$ cat config.mk
export PLATFORM = sky130hd
export DESIGN_NAME = shaded_circle_overlay_core
export DESIGN_NICKNAME = d
export VERILOG_FILES = /design/src/hdl/scov_pkg.sv /design/src/hdl/scov_geometry.sv /design/src/hdl/shaded_circle_overlay_core.sv
export SDC_FILE = /design/constraint.sdc
export NUM_CORES = 2
export LEC_CHECK = 0
export BUFFER_PORTS_ARGS = -buffer_cell sky130_fd_sc_hd__clkbuf_2
export CAP_MARGIN = 0
export CORE_MARGIN = 1
export CORE_UTILIZATION = 46
export DETAILED_ROUTE_END_ITERATION = 6
export PLACE_DENSITY = 0.63
export SKIP_CTS_REPAIR_TIMING = 1
export SYNTH_ARGS = -nofsm -noshare
export SYNTH_HDL_FRONTEND = slang
export SYNTH_SLANG_ARGS = --single-unit
export TNS_END_PERCENT = 30
$ cat constraint.sdc
create_clock -name i_clk -period 12.68 [get_ports i_clk]
set_clock_uncertainty 0.15 [all_clocks]
set_input_delay 1.902 -clock i_clk [delete_from_list [all_inputs] [get_ports i_clk]]
set_output_delay 1.902 -clock i_clk [all_outputs]
set_load 0.03 [all_outputs]
$ cat src/hdl/scov_pkg.sv
// scov_pkg: shared types and constants for the shaded circle overlay
// holds the geometry bundle, register indexes, reciprocal constants and colours
// no dependencies
package scov_pkg;

    // configuration register widths and indexes
    localparam int CFG_W      = 12;
    localparam int CFG_ADDR_W = 1;

    typedef enum logic [CFG_ADDR_W-1:0] {
        CFG_FRAME_WIDTH  = 1'b0,
        CFG_FRAME_HEIGHT = 1'b1
    } t_cfg_idx;

    localparam logic [CFG_W-1:0] WIDTH_RESET  = 12'd640;
    localparam logic [CFG_W-1:0] HEIGHT_RESET = 12'd480;

    // frame phase counter
    localparam int              PHASE_W    = 6;
    localparam logic [PHASE_W-1:0] PHASE_LAST = 6'd59;

    // geometry widths
    localparam int GEOM_W = 12;   // centre coordinates
    localparam int DY_W   = 14;   // signed vertical offset of the ball
    localparam int THR_W  = 18;   // squared band radii

    // reciprocal constants: floor(x*K >> N) equals the exact quotient for 12-bit x (9-bit x for /6 and /3)
    localparam logic [11:0] K_DIV10 = 12'd3277;   // N = 15
    localparam logic [12:0] K_DIV60 = 13'd4370;   // N = 18
    localparam logic [9:0]  K_DIV6  = 10'd683;    // N = 12, and N = 11 gives /3
    localparam logic [14:0] K_ISQ8  = 15'd23170;  // N = 16, 1/(2*sqrt2) rounded down

    // geometry settle time after reset or a register write
    localparam int          SETTLE_W = 4;
    localparam logic [SETTLE_W-1:0] SETTLE_CYCLES = 4'd9;

    // band colours (red is always full)
    localparam logic [7:0] COL_FULL  = 8'hFF;
    localparam logic [7:0] COL_BAND1 = 8'hAA;
    localparam logic [7:0] COL_BAND2 = 8'h8D;
    localparam logic [7:0] COL_BAND3 = 8'h4F;
    localparam logic [7:0] COL_BALL  = 8'h00;

    // geometry that stays fixed for a frame size, but dy_init also follows the frame phase
    typedef struct packed {
        logic [CFG_W-1:0]         width;
        logic [CFG_W-1:0]         height;
        logic [GEOM_W-1:0]        cx;
        logic [GEOM_W-1:0]        lx;
        logic [GEOM_W-2:0]        h2;
        logic [GEOM_W-2:0]        h2mo;
        logic [6:0]               hq;
        logic signed [DY_W-1:0]   dy_init;
        logic [THR_W-1:0]         thr_band1;
        logic [THR_W-1:0]         thr_band2;
        logic [THR_W-1:0]         thr_band3;
        logic [THR_W-1:0]         thr_ball;
    } t_geom;

endpackage

$ cat src/hdl/scov_geometry.sv
// scov_geometry: frame size registers and the pipelined unit that derives
// ball centre, radius, highlight offset and band thresholds from them
// depends on scov_pkg
module scov_geometry (
    input  logic                            i_clk,
    input  logic                            i_rst_n,
    input  logic                            i_cfg_we,
    input  logic [scov_pkg::CFG_ADDR_W-1:0] i_cfg_addr,
    input  logic [scov_pkg::CFG_W-1:0]      i_cfg_wdata,
    input  logic [scov_pkg::PHASE_W-1:0]    i_phase,
    output scov_pkg::t_geom                 o_geom,
    output logic                            o_busy
);

    // (k+1)^2 for the band radius tests
    function automatic logic [scov_pkg::THR_W-1:0] sq_inc(input logic [8:0] k);
        logic [scov_pkg::THR_W-1:0] kp;
        kp = scov_pkg::THR_W'(k) + scov_pkg::THR_W'(1);
        return kp * kp;
    endfunction

    logic [scov_pkg::CFG_W-1:0]    r_width;
    logic [scov_pkg::CFG_W-1:0]    r_height;
    logic [scov_pkg::SETTLE_W-1:0] r_settle;

    // configuration registers
    always_ff @(posedge i_clk) begin
        if (!i_rst_n) begin
            r_width  <= scov_pkg::WIDTH_RESET;
            r_height <= scov_pkg::HEIGHT_RESET;
        end else if (i_cfg_we) begin
            unique case (scov_pkg::t_cfg_idx'(i_cfg_addr))
                scov_pkg::CFG_FRAME_WIDTH:  r_width  <= i_cfg_wdata;
                scov_pkg::CFG_FRAME_HEIGHT: r_height <= i_cfg_wdata;
                default: ;
            endcase
        end
    end

    // settle counter, restarted by reset and every write
    always_ff @(posedge i_clk) begin
        if (!i_rst_n) begin
            r_settle <= scov_pkg::SETTLE_CYCLES;
        end else if (i_cfg_we) begin
            r_settle <= scov_pkg::SETTLE_CYCLES;
        end else if (r_settle != '0) begin
            r_settle <= r_settle - scov_pkg::SETTLE_W'(1);
        end
    end

    assign o_busy = (r_settle != '0);

    // stage 1: smaller side, half sizes
    logic [scov_pkg::CFG_W-1:0]    r_g1_m, r_g1_h;
    logic [scov_pkg::GEOM_W-1:0]   r_g1_cx;
    logic [scov_pkg::GEOM_W-2:0]   r_g1_h2;
    // stage 2: reciprocal products for /10 and /60
    logic [23:0]                   r_g2_pr;
    logic [24:0]                   r_g2_ph;
    logic [scov_pkg::GEOM_W-1:0]   r_g2_cx;
    logic [scov_pkg::GEOM_W-2:0]   r_g2_h2;
    // stage 3: radius and row step
    logic [8:0]                    r_g3_r;
    logic [6:0]                    r_g3_hq;
    logic [scov_pkg::GEOM_W-1:0]   r_g3_cx;
    logic [scov_pkg::GEOM_W-2:0]   r_g3_h2;
    // stage 4: products on the radius and phase
    logic [18:0]                   r_g4_p6;
    logic [23:0]                   r_g4_po;
    logic [scov_pkg::THR_W-1:0]    r_g4_rsq;
    logic [12:0]                   r_g4_hqp;
    logic [8:0]                    r_g4_r;
    logic [6:0]                    r_g4_hq;
    logic [scov_pkg::GEOM_W-1:0]   r_g4_cx;
    logic [scov_pkg::GEOM_W-2:0]   r_g4_h2;
    // stage 5: band radii, offset estimate, initial vertical offset
    logic [6:0]                    r_g5_k6, r_g5_k4;
    logic [7:0]                    r_g5_k3, r_g5_o0;
    logic [8:0]                    r_g5_r;
    logic [scov_pkg::THR_W-1:0]    r_g5_rsq;
    logic signed [scov_pkg::DY_W-1:0] r_g5_dy;
    logic [6:0]                    r_g5_hq;
    logic [scov_pkg::GEOM_W-1:0]   r_g5_cx;
    logic [scov_pkg::GEOM_W-2:0]   r_g5_h2;
    // stage 6: squared thresholds and offset check
    logic [scov_pkg::THR_W-1:0]    r_g6_t1, r_g6_t2, r_g6_t3, r_g6_t0, r_g6_q, r_g6_rsq;
    logic [7:0]                    r_g6_o0;
    logic signed [scov_pkg::DY_W-1:0] r_g6_dy;
    logic [6:0]                    r_g6_hq;
    logic [scov_pkg::GEOM_W-1:0]   r_g6_cx;
    logic [scov_pkg::GEOM_W-2:0]   r_g6_h2;
    // stage 7: final offset and highlight centre
    logic [scov_pkg::GEOM_W-1:0]   r_g7_cx, r_g7_lx;
    logic [scov_pkg::GEOM_W-2:0]   r_g7_h2, r_g7_h2mo;
    logic [6:0]                    r_g7_hq;
    logic signed [scov_pkg::DY_W-1:0] r_g7_dy;
    logic [scov_pkg::THR_W-1:0]    r_g7_t1, r_g7_t2, r_g7_t3, r_g7_t0;

    logic [7:0] n_o;

    assign n_o = (r_g6_q <= r_g6_rsq) ? (r_g6_o0 + 8'd1) : r_g6_o0;

    // free-running derivation pipeline
    always_ff @(posedge i_clk) begin
        r_g1_m  <= (r_height < r_width) ? r_height : r_width;
        r_g1_h  <= r_height;
        r_g1_cx <= scov_pkg::GEOM_W'(r_width >> 1);
        r_g1_h2 <= (scov_pkg::GEOM_W-1)'(r_height >> 1);

        r_g2_pr <= 24'(r_g1_m) * 24'(scov_pkg::K_DIV10);
        r_g2_ph <= 25'(r_g1_h) * 25'(scov_pkg::K_DIV60);
        r_g2_cx <= r_g1_cx;
        r_g2_h2 <= r_g1_h2;

        r_g3_r  <= 9'(r_g2_pr >> 15);
        r_g3_hq <= 7'(r_g2_ph >> 18);
        r_g3_cx <= r_g2_cx;
        r_g3_h2 <= r_g2_h2;

        r_g4_p6  <= 19'(r_g3_r) * 19'(scov_pkg::K_DIV6);
        r_g4_po  <= 24'(r_g3_r) * 24'(scov_pkg::K_ISQ8);
        r_g4_rsq <= scov_pkg::THR_W'(r_g3_r) * scov_pkg::THR_W'(r_g3_r);
        r_g4_hqp <= 13'(r_g3_hq) * 13'(i_phase);
        r_g4_r   <= r_g3_r;
        r_g4_hq  <= r_g3_hq;
        r_g4_cx  <= r_g3_cx;
        r_g4_h2  <= r_g3_h2;

        r_g5_k6  <= 7'(r_g4_p6 >> 12);
        r_g5_k3  <= 8'(r_g4_p6 >> 11);
        r_g5_k4  <= 7'(r_g4_r >> 2);
        r_g5_o0  <= 8'(r_g4_po >> 16);
        r_g5_r   <= r_g4_r;
        r_g5_rsq <= r_g4_rsq;
        r_g5_dy  <= $signed(scov_pkg::DY_W'(r_g4_h2)) - $signed(scov_pkg::DY_W'(r_g4_hqp));
        r_g5_hq  <= r_g4_hq;
        r_g5_cx  <= r_g4_cx;
        r_g5_h2  <= r_g4_h2;

        r_g6_t1  <= sq_inc(9'(r_g5_k6));
        r_g6_t2  <= sq_inc(9'(r_g5_k4));
        r_g6_t3  <= sq_inc(9'(r_g5_k3));
        r_g6_t0  <= sq_inc(r_g5_r);
        r_g6_q   <= sq_inc(9'(r_g5_o0)) << 3;
        r_g6_rsq <= r_g5_rsq;
        r_g6_o0  <= r_g5_o0;
        r_g6_dy  <= r_g5_dy;
        r_g6_hq  <= r_g5_hq;
        r_g6_cx  <= r_g5_cx;
        r_g6_h2  <= r_g5_h2;

        r_g7_cx   <= r_g6_cx;
        r_g7_lx   <= r_g6_cx - scov_pkg::GEOM_W'(n_o);
        r_g7_h2   <= r_g6_h2;
        r_g7_h2mo <= r_g6_h2 - (scov_pkg::GEOM_W-1)'(n_o);
        r_g7_hq   <= r_g6_hq;
        r_g7_dy   <= r_g6_dy;
        r_g7_t1   <= r_g6_t1;
        r_g7_t2   <= r_g6_t2;
        r_g7_t3   <= r_g6_t3;
        r_g7_t0   <= r_g6_t0;
    end

    // geometry bundle out
    always_comb begin
        o_geom.width     = r_width;
        o_geom.height    = r_height;
        o_geom.cx        = r_g7_cx;
        o_geom.lx        = r_g7_lx;
        o_geom.h2        = r_g7_h2;
        o_geom.h2mo      = r_g7_h2mo;
        o_geom.hq        = r_g7_hq;
        o_geom.dy_init   = r_g7_dy;
        o_geom.thr_band1 = r_g7_t1;
        o_geom.thr_band2 = r_g7_t2;
        o_geom.thr_band3 = r_g7_t3;
        o_geom.thr_ball  = r_g7_t0;
    end

endmodule

$ cat src/hdl/shaded_circle_overlay_core.sv
// shaded_circle_overlay_core: paints a bouncing shaded ball into a raster RGB stream
// an accepted pixel goes through the offset, square and output registers in that order
// throughput: one pixel per clock unless stalled (three-stage square-and-compare pipe)
// reset clears the pixel, line and phase counters and loads a 640 x 480 frame size
// after reset and after every register write the input is held off while the geometry
// unit recomputes; depends on scov_pkg and scov_geometry
module shaded_circle_overlay_core #(
    parameter int COORD_BITS = 12
) (
    input  logic                            i_clk,
    input  logic                            i_rst_n,
    // configuration
    input  logic                            i_cfg_we,
    input  logic [scov_pkg::CFG_ADDR_W-1:0] i_cfg_addr,
    input  logic [scov_pkg::CFG_W-1:0]      i_cfg_wdata,
    // pixel in
    input  logic                            s_axis_tvalid,
    output logic                            s_axis_tready,
    input  logic [23:0]                     s_axis_tdata,   // in_red, in_green, in_blue
    // pixel out
    output logic                            m_axis_tvalid,
    input  logic                            m_axis_tready,
    output logic [23:0]                     m_axis_tdata,   // out_red, out_green, out_blue
    output logic                            m_axis_tlast    // frame_end
);

    localparam int CW = ((COORD_BITS + 1) > scov_pkg::CFG_W) ? (COORD_BITS + 1)
                                                              : scov_pkg::CFG_W;
    localparam int DW = ((COORD_BITS > scov_pkg::GEOM_W) ? COORD_BITS
                                                         : scov_pkg::GEOM_W) + 1;
    localparam int SW = 2 * DW + 1;

    scov_pkg::t_geom w_geom;
    logic            w_busy;

    logic [COORD_BITS-1:0]         r_col, r_row;
    logic [scov_pkg::PHASE_W-1:0]  r_phase;
    logic signed [scov_pkg::DY_W-1:0] r_dy, n_dy;
    logic [scov_pkg::GEOM_W-1:0]   r_cy, r_ly, n_cy, n_ly, w_dy_abs;

    logic w_accept, w_line_end, w_frame_end;
    logic w_en1, w_en2, w_en3;
    logic r_v1, r_v2, r_v3;

    scov_geometry u_geom (
        .i_clk       (i_clk),
        .i_rst_n     (i_rst_n),
        .i_cfg_we    (i_cfg_we),
        .i_cfg_addr  (i_cfg_addr),
        .i_cfg_wdata (i_cfg_wdata),
        .i_phase     (r_phase),
        .o_geom      (w_geom),
        .o_busy      (w_busy)
    );

    // pipeline flow: each stage moves when the one after it is free or moving
    assign w_en3         = !r_v3 || m_axis_tready;
    assign w_en2         = !r_v2 || w_en3;
    assign w_en1         = !r_v1 || w_en2;
    assign s_axis_tready = !w_busy && w_en1;
    assign w_accept      = s_axis_tvalid && s_axis_tready;

    // line and frame end detection
    assign w_line_end  = (CW'(r_col) + CW'(1)) >= CW'(w_geom.width);
    assign w_frame_end = w_line_end && ((CW'(r_row) + CW'(1)) >= CW'(w_geom.height));

    // raster counters
    always_ff @(posedge i_clk) begin
        if (!i_rst_n) begin
            r_col   <= '0;
            r_row   <= '0;
            r_phase <= '0;
        end else if (w_accept) begin
            if (w_line_end) begin
                r_col <= '0;
                if (w_frame_end) begin
                    r_row   <= '0;
                    r_phase <= (r_phase == scov_pkg::PHASE_LAST) ? '0
                             : r_phase + scov_pkg::PHASE_W'(1);
                end else begin
                    r_row <= r_row + COORD_BITS'(1);
                end
            end else begin
                r_col <= r_col + COORD_BITS'(1);
            end
        end
    end

    // ball row: vertical offset stepped once a frame, loaded while geometry settles
    always_comb begin
        n_dy = r_dy;
        if (w_busy) begin
            n_dy = w_geom.dy_init;
        end else if (w_accept && w_frame_end) begin
            if (r_phase == scov_pkg::PHASE_LAST) begin
                n_dy = scov_pkg::DY_W'(w_geom.h2);
            end else begin
                n_dy = r_dy - scov_pkg::DY_W'(w_geom.hq);
            end
        end
        w_dy_abs = n_dy[scov_pkg::DY_W-1] ? scov_pkg::GEOM_W'(-n_dy)
                                           : scov_pkg::GEOM_W'(n_dy);
        n_cy = w_dy_abs + scov_pkg::GEOM_W'(w_geom.h2);
        n_ly = w_dy_abs + scov_pkg::GEOM_W'(w_geom.h2mo);
    end

    always_ff @(posedge i_clk) begin
        r_dy <= n_dy;
        r_cy <= n_cy;
        r_ly <= n_ly;
    end

    // valid bits
    always_ff @(posedge i_clk) begin
        if (!i_rst_n) begin
            r_v1 <= 1'b0;
            r_v2 <= 1'b0;
            r_v3 <= 1'b0;
        end else begin
            if (w_en1) r_v1 <= w_accept;
            if (w_en2) r_v2 <= r_v1;
            if (w_en3) r_v3 <= r_v2;
        end
    end

    // stage 1: offsets from both centres
    logic signed [DW-1:0] r_s1_dx, r_s1_dy, r_s1_lx, r_s1_ly;
    logic [23:0]          r_s1_pix;
    logic                 r_s1_fe;

    always_ff @(posedge i_clk) begin
        if (w_en1) begin
            r_s1_dx  <= $signed(DW'(w_geom.cx)) - $signed(DW'(r_col));
            r_s1_dy  <= $signed(DW'(r_cy)) - $signed(DW'(r_row));
            r_s1_lx  <= $signed(DW'(w_geom.lx)) - $signed(DW'(r_col));
            r_s1_ly  <= $signed(DW'(r_ly)) - $signed(DW'(r_row));
            r_s1_pix <= s_axis_tdata;
            r_s1_fe  <= w_frame_end;
        end
    end

    // stage 2: squares
    logic signed [2*DW-1:0] r_s2_dx2, r_s2_dy2, r_s2_lx2, r_s2_ly2;
    logic [23:0]            r_s2_pix;
    logic                   r_s2_fe;

    always_ff @(posedge i_clk) begin
        if (w_en2) begin
            r_s2_dx2 <= (2*DW)'(r_s1_dx) * (2*DW)'(r_s1_dx);
            r_s2_dy2 <= (2*DW)'(r_s1_dy) * (2*DW)'(r_s1_dy);
            r_s2_lx2 <= (2*DW)'(r_s1_lx) * (2*DW)'(r_s1_lx);
            r_s2_ly2 <= (2*DW)'(r_s1_ly) * (2*DW)'(r_s1_ly);
            r_s2_pix <= r_s1_pix;
            r_s2_fe  <= r_s1_fe;
        end
    end

    // stage 3: distance sums, band tests and colour choice
    logic [SW-1:0] w_d2, w_d2l;
    logic [23:0]   n_pix;

    always_comb begin
        w_d2  = SW'($unsigned(r_s2_dx2)) + SW'($unsigned(r_s2_dy2));
        w_d2l = SW'($unsigned(r_s2_lx2)) + SW'($unsigned(r_s2_ly2));
        n_pix = r_s2_pix;
        if (w_d2l < SW'(w_geom.thr_band1)) begin
            n_pix = {scov_pkg::COL_BAND1, scov_pkg::COL_BAND1, scov_pkg::COL_FULL};
        end else if (w_d2l < SW'(w_geom.thr_band2)) begin
            n_pix = {scov_pkg::COL_BAND2, scov_pkg::COL_BAND2, scov_pkg::COL_FULL};
        end else if (w_d2l < SW'(w_geom.thr_band3)) begin
            n_pix = {scov_pkg::COL_BAND3, scov_pkg::COL_BAND3, scov_pkg::COL_FULL};
        end else if (w_d2 < SW'(w_geom.thr_ball)) begin
            n_pix = {scov_pkg::COL_BALL, scov_pkg::COL_BALL, scov_pkg::COL_FULL};
        end
    end

    logic [23:0] r_out_pix;
    logic        r_out_fe;

    always_ff @(posedge i_clk) begin
        if (w_en3) begin
            r_out_pix <= n_pix;
            r_out_fe  <= r_s2_fe;
        end
    end

    assign m_axis_tvalid = r_v3;
    assign m_axis_tdata  = r_out_pix;
    assign m_axis_tlast  = r_out_fe;

    // no pixel is taken while the geometry is settling
    a_no_accept_busy: assert property (@(posedge i_clk) disable iff (!i_rst_n)
        w_busy |-> !s_axis_tready)
        else $error("pixel accepted while geometry settling");

    // a register write holds the input off on the next cycle
    a_cfg_busy: assert property (@(posedge i_clk) disable iff (!i_rst_n)
        i_cfg_we |=> w_busy)
        else $error("register write did not restart geometry settle");

    // a frame end returns both counters to the origin
    a_frame_wrap: assert property (@(posedge i_clk) disable iff (!i_rst_n)
        (w_accept && w_frame_end) |=> (r_col == '0 && r_row == '0))
        else $error("counters not cleared at frame end");

    // phase stays below its modulus
    a_phase_range: assert property (@(posedge i_clk) disable iff (!i_rst_n)
        r_phase <= scov_pkg::PHASE_LAST)
        else $error("frame phase out of range");

endmodule

==> run_results.csv <==
group,metric,value,unit
run_status,run_status,"finished with violations",
run_status,violations_in_the_final_reports,"design-rule violations",
sta,finalMaxSlewViolations,0,
finish,multi_input_area,46800,sq um
placement,final_weighted_congestion_of_routability_driven_global_placement,0.860,
setup_path,critical_path_required,13150,ps
setup_path,crit_fanout,18,
sta,setup-tns-final,0,ps
clocking,tritoncts,"done",
logic_synthesis,syn_area,72400,sq um
floorplanning,die_height,399,microns
floorplanning,ios,69,
finish,final_cell_area,78500,sq um
routing,drt-pass1-iter-count,7,
logic_synthesis,post_synth_most_frequent_cells,"sky130_fd_sc_hd__inv_1 (1414), sky130_fd_sc_hd__ha_1 (1013), sky130_fd_sc_hd__fa_1 (887)",
setup_path,worst-setup-path-type,"in -> reg",
floorplanning,die_ar,159000,sq um
global_routing,grt_pass1_vias,48600,
routing,via_per_inst,4.90,
logic_synthesis,ys.warnings.count,0,
floorplanning,core,156000,sq um
logic_synthesis,post_synth_and_or_nand_nor_area_fraction,9.79,%
routing,count_of_unresolved_drc_violations_after_routing,2,
clocking,clk_pin_slew,60,ps
logic_synthesis,synthDominantAreaCellType,"sky130_fd_sc_hd__fa_1",
global_routing,sum_of_overflow_across_all_layers_after_global_routing,0,
sta,worst_slew_margin_relative_to_its_limit,29.8,%
finish,area_growth_syn_to_layout,8.49,%
logic_synthesis,synth_ff_type,"sky130_fd_sc_hd__dfxtp_1",
floorplanning,chip_width,399,microns
global_routing,antenna_violations_before_repair,7,
clocking,clock_tree.root_cell,"sky130_fd_sc_hd__clkbuf_16",
global_routing,global_route.usage.total,18.8,%
logic_synthesis,sequential_to_total_area_share_from_yosys_stat,27.6,%
setup_path,cp_slowest_cell,"sky130_fd_sc_hd__and3_1",
logic_synthesis,synth.area.mux_share,0.374,%
logic_synthesis,synth_xor_area_share,5.00,%
sta,max_slew.worst_pin.slew,1050,ps
sta,period_minus_slack,7110,ps
clocking,htree_levels,3,
finish,fillers,14100,
logic_synthesis,postSynthAreaPerCell,10.3,sq um
sta,hold_viol,0,
finish,finalNetCount,9071,
hold_path,hold_path_class,"reg -> reg",
setup_path,timing.critical_path.cells,"clkbuf_2 -> nand4b_4 -> and3_1 -> and4_4 -> a22o_1 -> a21oi_4 -> inv_1 -> o221ai_1 -> ha_1 -> nand2_1 -> o21ai_0 -> ha_1 -> a21o_1 -> a21oi_1 -> o21bai_1 -> a21oi_1 -> o21bai_1 -> a21oi_1 -> nor2_1 -> a211oi_1 -> o21ai_0 -> xor2_1",
routing,antenna_left,0,
clocking,numClockSinks,884,
logic_synthesis,synthTopCellsByArea,"sky130_fd_sc_hd__fa_1 (25%), sky130_fd_sc_hd__dfxtp_1 (18%), sky130_fd_sc_hd__ha_1 (18%)",
placement,post_dp_cell_area,75100,sq um
setup_path,path_delay_family,"compound AO/OA/AOI/OAI gates",
sta,worst_slack,5570,ps
logic_synthesis,largest_family_of_logic_cells_by_synthesized_area,"adder cells",
setup_path,cp.arrival,7580,ps
floorplanning,fp-row-count,145,
placement,hpwlAfterDp,118000,microns
logic_synthesis,yosys_cell_types,86,
sta,timing.final.crit_share,56.1,%
flow_run,max-cap-violations,0,
sta,grt_setup_unrepaired,"false",
routing,drtIter0Drc,2013,
finish,drive_gt1_share,4.37,%
global_routing,grt_start_max_net_pins,75,
placement,io_buffers,68,
setup_path,critical_path.max_stage_delay,590,ps
sta,fmax,141,MHz
logic_synthesis,synth_async_sr_flop_share,0,%
floorplanning,initial_core_util,46.3,%
logic_synthesis,yosys.area_share.adder,42.1,%
logic_synthesis,synth-edff-count,228,
routing,wire_per_inst,15.4,microns
clocking,cts-root-to-sink-buffers,3,
logic_synthesis,yosysMostFrequentCell,"sky130_fd_sc_hd__inv_1",
setup_path,crit_path_frequent_cell,"sky130_fd_sc_hd__a21oi_1",
routing,route.vias.total,45500,
global_routing,grt_pass1_wl,243000,microns
placement,pre_cts_ws,4810,ps
setup_path,setup.reg_to_reg.worst_slack,5590,ps
clocking,cts_made_buffers,96,
setup_path,timing.critical_path.from_type,"input port",
routing,wl,143000,microns
finish,layout.area.seq,20000,sq um
logic_synthesis,cells_after_synth,7024,
setup_path,crit_path_end_kind,"flip-flop",
logic_synthesis,synth_top_area_share,24.5,%
logic_synthesis,synth-seq-cells,884,
clocking,clock_insertion_delay_worst_skew,770,ps
logic_synthesis,synth-compound-area-share,7.25,%
setup_path,critical_path.n_buffers_inverters,2,
sta,setup_violations,0,
-- cell families (layout without fill, tap and decap cells) --
family	after synthesis	count (layout)
AOI/OAI and AO/OA	808	808
xor gates and xnor gates	413	413
other	2	34
DFF	884	884
buffers and inverters	1517	1675
adders and majority gates	1900	1900
muxes	26	26
and+or+nand+nor	1474	1474
-- registers in the layout, indices dropped and copies added (netlist names), 16 cells and up --
register,flops
u_geom.r_g6_t3,17
r_s2_lx2,25
u_geom.r_g7_t0,17
u_geom.r_g7_t1,16
r_s2_pix,24
u_geom.r_g6_t2,16
r_s2_dy2,25
r_s2_dx2,25
u_geom.r_g7_t3,17
u_geom.r_g7_t2,16
u_geom.r_g6_t1,16
r_s1_pix,24
u_geom.r_g5_rsq,16
u_geom.r_g6_rsq,17
m_axis_tdata,24
u_geom.r_g4_rsq,16
r_s2_ly2,25
u_geom.r_g6_t0,17
-- worst register-to-register path: stages, from the launching register on --
cell	delay [ps]
sky130_fd_sc_hd__edfxtp_1	710
sky130_fd_sc_hd__clkinv_1	480
sky130_fd_sc_hd__nor2_1	290
sky130_fd_sc_hd__fa_1	440
sky130_fd_sc_hd__inv_1	90
sky130_fd_sc_hd__fa_1	420
sky130_fd_sc_hd__fa_1	530
sky130_fd_sc_hd__fa_1	560
sky130_fd_sc_hd__inv_1	60
sky130_fd_sc_hd__fa_1	470
sky130_fd_sc_hd__ha_1	300
sky130_fd_sc_hd__ha_1	380
sky130_fd_sc_hd__nand3_1	110
sky130_fd_sc_hd__a211oi_1	350
sky130_fd_sc_hd__nor2_1	150
sky130_fd_sc_hd__a2111oi_0	680
sky130_fd_sc_hd__nor3_1	180
sky130_fd_sc_hd__o31ai_1	290
sky130_fd_sc_hd__a21oi_1	120
sky130_fd_sc_hd__xnor2_1	120
-- worst paths after layout --
kind | startpoint | end | cells past startpoint
worst min-delay path | u_geom.r_g5_cx[8] | u_geom.r_g6_cx[8] | 0
worst min register to register | u_geom.r_g5_cx[8] | u_geom.r_g6_cx[8] | 0
worst max register to register | r_s1_ly[12] | r_s2_ly2[24] | 19
worst max-delay path | m_axis_tready | r_cy[11] | 22
-- per-stage QoR --
stage	cells	hold slack [ps]	util [%]
final	9272	148	50.3
after floorplan	7054	160	-
after global placement	9089	160	48.1
after global routing	9270	147	50.2
after detailed placement	9089	162	48.1
after CTS	9270	144	50.2
-- layout make-up --
| type | count | share of cell area [%] |
|---|---|---|
| Clock buffer | 118 | 3.32 |
| Multi-Input combinational cell | 4653 | 59.6 |
| Antenna cell | 2 | 0.00638 |
| Timing Repair Buffer | 79 | 0.539 |
| Inverter | 1415 | 6.77 |
| Tap cell | 2058 | 3.28 |
| Clock inverter | 63 | 1.03 |
| Sequential cell | 884 | 25.5 |
-- per-layer routing --
layer / GRT usage (%) / wire [microns]
met5: 0 / 17
met4: 5.08 / 3380
met3: 2.31 / 5020
met2: 31.9 / 67600
met1: 25.5 / 67200
-- cells in the final DEF (no fill, tap or decap), drive strengths merged, types with 8 or more instances in the layout --
master and count:
a211oi 31, a21boi 62, a21o 108, a21oi 220, a221oi 8, a31oi 20, and2 194, and3 23
buf 11, bufinv 9, clkbuf 186, clkinv 38, conb 32, dfxtp 656, edfxtp 228, fa 887
ha 1013, inv 1426, mux2 8, mux2i 18, nand2 438, nand2b 73, nand3 81, nand4 21
nor2 379, nor2b 98, nor3 79, nor4 16, o211ai 21, o21a 42, o21ai 163, o21bai 46
o31a 8, o31ai 14, or2 33, or3 17, xnor2 296, xor2 117
Power is not shown: default switching activity piles up to over one toggle a cycle in this logic, so the estimate is an artifact.
